### config.mk
export PLATFORM = sky130hd
export DESIGN_NAME = spq_level_table
export DESIGN_NICKNAME = d
export VERILOG_FILES = /design/src/sv/spq_pkg.sv /design/src/sv/spq_level_table.sv
export SDC_FILE = /design/constraint.sdc
export NUM_CORES = 1
export LEC_CHECK = 0
export ABC_AREA = 1
export BUFFER_PORTS_ARGS = -buffer_cell sky130_fd_sc_hd__buf_2
export CORE_ASPECT_RATIO = 1.75
export CORE_MARGIN = 1
export CORE_UTILIZATION = 45
export CTS_CLUSTER_DIAMETER = 100
export CTS_CLUSTER_SIZE = 28
export DETAILED_ROUTE_END_ITERATION = 7
export SYNTH_ARGS = -nofsm -noshare
export SYNTH_HDL_FRONTEND = slang
export SYNTH_SLANG_ARGS = --single-unit
### constraint.sdc
create_clock -name clk -period 2.4 [get_ports clk]
set_input_delay 0.48 -clock clk [delete_from_list [all_inputs] [get_ports clk]]
set_output_delay 0.48 -clock clk [all_outputs]
set_load 0.005 [all_outputs]
### src/sv/spq_pkg.sv
// Shared types, codes and defaults for the strict-priority multi-FIFO queue.
// No dependencies; imported by every module of the block.
`default_nettype none
package spq_pkg;

    // Default sizes
    localparam int NODE_DEPTH_DEF = 1024;
    localparam int LEVELS_DEF     = 16;
    localparam int DATA_WIDTH_DEF = 32;

    // Fixed field widths
    localparam int PRIO_W   = 4;
    localparam int STATUS_W = 2;
    localparam int CFG_W    = 11;
    localparam int LIU_W    = 5;

    // Configuration register indexes
    localparam logic CFG_LEVELS_IN_USE  = 1'b0;
    localparam logic CFG_CAPACITY_LIMIT = 1'b1;

    // Configuration reset values
    localparam logic [LIU_W-1:0] LEVELS_IN_USE_RST  = 5'd10;
    localparam logic [CFG_W-1:0] CAPACITY_LIMIT_RST = 11'd1024;

    // Request modes
    localparam logic MODE_INSERT = 1'b0;
    localparam logic MODE_REMOVE = 1'b1;

    // Result status codes
    localparam logic [STATUS_W-1:0] ST_OK      = 2'd0;
    localparam logic [STATUS_W-1:0] ST_FULL    = 2'd1;
    localparam logic [STATUS_W-1:0] ST_BAD_PRI = 2'd2;
    localparam logic [STATUS_W-1:0] ST_EMPTY   = 2'd3;

    // Sequencer states, one-hot
    typedef enum logic [2:0] {
        S_IDLE = 3'b001,
        S_INS  = 3'b010,
        S_REM  = 3'b100
    } state_t;

    // Commit controls for the level table
    typedef struct packed {
        logic ins;   // append node at level tail
        logic rem;   // pop level head
        logic last;  // popped node was the only one at its level
    } lvl_ctl_t;

endpackage
`default_nettype wire

### src/sv/spq_level_table.sv
// Per-level head/tail pointers, non-empty flags and the most-urgent-level encoder.
// Depends on spq_pkg for lvl_ctl_t.
`default_nettype none
module spq_level_table #(
    parameter int LEVELS = spq_pkg::LEVELS_DEF,
    parameter int AW     = $clog2(spq_pkg::NODE_DEPTH_DEF),
    parameter int LW     = $clog2(LEVELS)
) (
    input  wire logic             clk,
    input  wire logic             rst_n,
    input  wire spq_pkg::lvl_ctl_t ctl,
    input  wire logic [LW-1:0]    lvl,
    input  wire logic [AW-1:0]    node,
    input  wire logic [AW-1:0]    next_head,
    output logic      [AW-1:0]    head_q,
    output logic      [AW-1:0]    tail_q,
    output logic      [LEVELS-1:0] nonempty,
    output logic      [LW-1:0]    best,
    output logic                  any
);
    import spq_pkg::*;

    logic [AW-1:0]     head_reg [LEVELS];
    logic [AW-1:0]     tail_reg [LEVELS];
    logic [LEVELS-1:0] ne_reg;
    logic [LEVELS-1:0] ne_next;

    assign head_q   = head_reg[lvl];
    assign tail_q   = tail_reg[lvl];
    assign nonempty = ne_reg;
    assign any      = |ne_reg;

    // Pick the lowest non-empty level
    always_comb
    begin
        best = '0;
        for (int i = LEVELS - 1; i >= 0; i--)
        begin
            if (ne_reg[i])
            begin
                best = LW'(i);
            end
        end
    end

    // Update the non-empty flags
    always_comb
    begin
        ne_next = ne_reg;
        if (ctl.ins)
        begin
            ne_next[lvl] = 1'b1;
        end
        else if (ctl.rem && ctl.last)
        begin
            ne_next[lvl] = 1'b0;
        end
    end

    always_ff @(posedge clk or negedge rst_n)
    begin
        if (!rst_n)
        begin
            ne_reg <= '0;
        end
        else
        begin
            ne_reg <= ne_next;
        end
    end

    // Move head and tail pointers on commit
    always_ff @(posedge clk)
    begin
        if (ctl.ins)
        begin
            tail_reg[lvl] <= node;
            if (!ne_reg[lvl])
            begin
                head_reg[lvl] <= node;
            end
        end
        else if (ctl.rem && !ctl.last)
        begin
            head_reg[lvl] <= next_head;
        end
    end

endmodule
`default_nettype wire

* Word-level counts from Yosys, hierarchy flattened *
Memories as Yosys holds them, arrays and structs flattened.
Cells that the tools add are included.
Widths: inputs -> output; s select.

operators by class
  bitwise gates (word level) = 4
  reduce and logical (&&, ||, !) cells = 6
  magnitude comparators = 2
  multiplexer cells = 31

operators by type and width
  operator            count
  $mux 4              16
  $mux 16             2
  $and 16x16->16      1
  $not 16->16         1
  $or 16x16->16       1
  $reduce_or 16->1    1
  $mux 1              10
  $mux 10             1
  $lt 4x5->1 const B  1
  $bmux 1 s4          1
  $demux 1 s4         1
  $ge 4x1->1 const B  1
  $logic_and 1x1->1   3
  $reduce_bool 2->1   1
  $logic_not 1->1     1
  $or 1x1->1          1

storage, ports and cells
  memories = 2
  flip-flop bits (word level) = 16
  input bits = 29
  RAM bits = 320
  logic and storage cells = 46
  output and inout port bits = 41

memory list
  name      depth  bits a word  rd ports  clocked after memory_dff  write ports  line                   text
  head_reg  16     10           1         0                         1            spq_level_table.sv:23  logic [AW-1:0] head_reg [LEVELS];
  tail_reg  16     10           1         0                         1            spq_level_table.sv:24  logic [AW-1:0] tail_reg [LEVELS];

* Longest topological paths before layout *
  word-level depth = 16
  depth in mapped cells = 15

* Worst setup path before layout *
Ideal clock, no wire load.

  path kind = input to register
  start = input lvl[0]
  end = memory head_reg[12][0] in the netlist's numbering (enable)
  cell stages on the path = 10
  data arrival time = 1.881 ns
  setup time = 0.376 ns
  setup slack = 0.143 ns
  path through = inv_2 -> nor2_4 -> inv_1 -> o22ai_1 -> o21ai_0 -> nand4_1 -> a21oi_1 -> nor2_2 -> buf_2 -> nor2_1

between the ends
  word-level cells in the longest chain between the ends = 6

RTL lines
  item                          line                   text
  start: declaration            spq_level_table.sv:12  input wire logic [LW-1:0] lvl,
  $bmux 1 s4                    spq_level_table.sv:78  if (!ne_reg[lvl])
  $mux 1 (implied by the code)  spq_level_table.sv:78
  $mux 1                        spq_level_table.sv:78
  $mux 1                        spq_level_table.sv:75  if (ctl.ins)
  $mux 1 (implied by the code)  spq_level_table.sv:80  head_reg[lvl] <= node;
  $or 1x1->1 (no source line)   -
  end: declaration              spq_level_table.sv:23

Parallel ways exist; a longest one is shown, timed or not. The select of a mux whose other input is x is not followed.

==> flow_summary.json <==
{
  "cellPowerDensity_mw_per_mm2": 686,
  "ys_ff_latch": 336,
  "ir_worst_vdd_mv": 0.599,
  "hold_start": "node[1]",
  "status": "finished, violations left",
  "hold_class": "primary input to flop",
  "fin_crit_sh": 1.05,
  "holdPathStages": 1,
  "layout_min_cycle_time_ns": 2.53,
  "crit_chain": "inv_2 > nand2_2 > nand2_1 > nand2_1 > nand2_1 > nand2_1 > nand2_1 > nand2_1 > nand2_1 > nand2_1 > nand2_1 > nand2_1 > nand2_1 > nand2_1 > a21oi_2 > buf_2",
  "design_area_mm2": 0.0162,
  "crit_top_cell": "nand2_1",
  "core_area_mm2": 0.0285,
  "portBuffers": 69,
  "synth_simple_gate_area_share": 0.0565,
  "max_stage_delay_ns": 0.42,
  "nFillCells": 2328,
  "grt_antenna_before_repair": 0,
  "final_common_cell": "edfxtp_1",
  "start_util": 0.456,
  "hold_ws_ns": 0.380,
  "clock-sinks": 336,
  "r2r_cells": 8,
  "yosysUniqueCellTypes": 30,
  "failed_checks": "negative setup slack",
  "worst_path_max_delay_cell": "dfrtp_1",
  "ant_nets": 0,
  "die_w_um": 131,
  "drive_above_1_share": 0.353,
  "synth_fa_ha_area_frac": 0,
  "wl_per_cell_um": 24.7,
  "maxSlewViolCount": 0,
  "grt-ovfl-total": 0,
  "dp.cells": 1394,
  "area_growth_syn_to_layout_pct": 24.2,
  "grt_max_degree": 33,
  "cts_made_buffers": 15,
  "nets": 1086,
  "cts_tree": "done",
  "die-area_mm2": 0.0296,
  "worst_pin_slew_ns": 1.27,
  "netlist_instances": 876,
  "drt-total-wl_mm": 35.7,
  "avgSynthCellArea_um2": 14.9,
  "finalWeightedCongestion": 0.854,
  "fin_skew_ns": 0.00940,
  "layout_common_cells": "320 x edfxtp_1, 104 x buf_4, 81 x a22oi_1, 80 x a22oi_2, 60 x buf_2",
  "ys_warn_count": 0,
  "dr.pass1.iters": 5,
  "h-tree-depth": 1,
  "cp_data_arrival_time_ns": 2.05,
  "synth_compound_area_frac": 0.143,
  "track_usage": 0.248,
  "cp.required_ns": 1.92,
  "seqCellArea_mm2": 0.0100,
  "cts.clk_slew.worst_paths_ns": 0.11,
  "rows": 82,
  "grt_pass1_wl_mm": 52.2,
  "die_y_um": 227,
  "antenna_cells": 0,
  "grt_pass1_vias": 8259,
  "vias": 8147,
  "place.detailed.hpwl_mm": 24.5,
  "total_leakage_power_nw": 5.46,
  "rsz0062_at_grt": "yes",
  "via_per_inst": 5.65,
  "synth_mux_area_frac": 0,
  "worst_slack_ns": -0.129,
  "crit_fanout": 3,
  "yosysSeqAreaShare": 0.769,
  "first_iter_violations": 573,
  "slew_headroom": 0.151,
  "startpoint_type": "flop",
  "setup_viol": 25,
  "placed_area_mm2": 0.0146,
  "endpoint_kind": "primary output",
  "fmax_mhz": 395,
  "multiInputGateArea_mm2": 0.00324,
  "drc": 0,
  "clk_latency_ns": 0.51,
  "critical_path_class": "flop to primary output",
  "ios": 70,
  "fin_tns_setup_ns": -1.66,
  "layout.cells.non_filler": 1443,
  "synth_top_family_by_area": "compound AO/OA/AOI/OAI gates",
  "synthesis.nets": 905,
  "drv_cap": 0,
  "synth_xor_xnor_area_share": 0,
  "syn_area_mm2": 0.0130,
  "hold_violations": 0,
  "cts-root-buf": "clkbuf_16",
  "total_power_mw": 11.1,
  "cts_max_path_buffers": 3
}
[logic make-up (layout without fill, tap and decap cells)]
kind of cell | Yosys count | count (layout)
DFF | 336 | 336
AOI/OAI and AO/OA | 288 | 288
and+or+nand+nor | 160 | 160
buffers and inverters | 92 | 281
[critical path, delay by kind of cell (launching register included)]
| family | cells | cell delay, ns |
|---|---|---|
| DFF | 1 | 0.42 |
| AOI/OAI and AO/OA | 1 | 0.19 |
| buffers and inverters | 2 | 0.22 |
| and+or+nand+nor | 13 | 0.69 |
[stage by stage]
stage,utilization,setup WS (ns)
3_3_place_gp,0.513,-0.489
6_report,0.567,-0.129
5_1_grt,0.567,-0.294
3_5_place_dp,0.513,-0.550
4_1_cts,0.557,-0.130
2_1_floorplan,-,0.143
[area by class of cell]
class | count | area share
flip-flops and latches | 336 | 0.619
well taps | 378 | 0.0292
inverters | 45 | 0.0121
repair buffers | 211 | 0.114
multi-input cells | 448 | 0.201
clock buffers | 25 | 0.0255
[layer usage]
layer,global-route usage,vias up,share of wire
li1,-,3741,-
met1,0.278,4165,0.36
met2,0.469,184,0.56
met3,0.0310,57,0.036
met4,0.0920,0,0.039
met5,0,-,0
[synthesized netlist by cell type (all sizes together)]
cell	n	area share
edfxtp	320	0.74
a22oi	161	0.093
a21oi	84	0.032
nor2	59	0.018
nand2	49	0.015
inv	44	0.013
o21ai	35	0.013
buf	30	0.014
or2	20	0.0096
or3	20	0.0096
clkbuf	17	0.0049
dfrtp	16	0.031
nand3	5	0.0019
o22ai	5	0.0024
nor3	3	0.0012
nand4	2	0.00096
nor4	2	0.00096
a211oi	1	0.00058
clkinv	1	0.00029
o21bai	1	0.00058
o221ai	1	0.00067
[where the power goes]
| group | internal (mW) | switching [mW] |
|---|---|---|
| sequential | 6.59 | 0.0794 |
| combinational | 0.631 | 0.889 |
| clock | 1.20 | 1.70 |
| total | 8.42 | 2.67 |
[worst paths after layout]
check / endpoint / slack, ns
worst max-delay path: best[0] / -0.13
worst min-delay path: tail_reg[5][1] / 0.38
worst max register to register: head_reg[3][8] / 0.17
worst min register to register: flop / 0.57
max in group asynchronous: async pin / 1.67
min in group asynchronous: async pin / 0.45
[repair_timing]
action / CTS / global route
setup endpoints to repair: 135 / 65
hold buffers: 1 / 0
buffers inserted: 12 / 13
hold endpoints to repair: 16 / 0
gates resized for setup: 178 / 43
cloned: 4 / 1
pin swaps: 63 / 38
(Power assumes the default switching activity.)
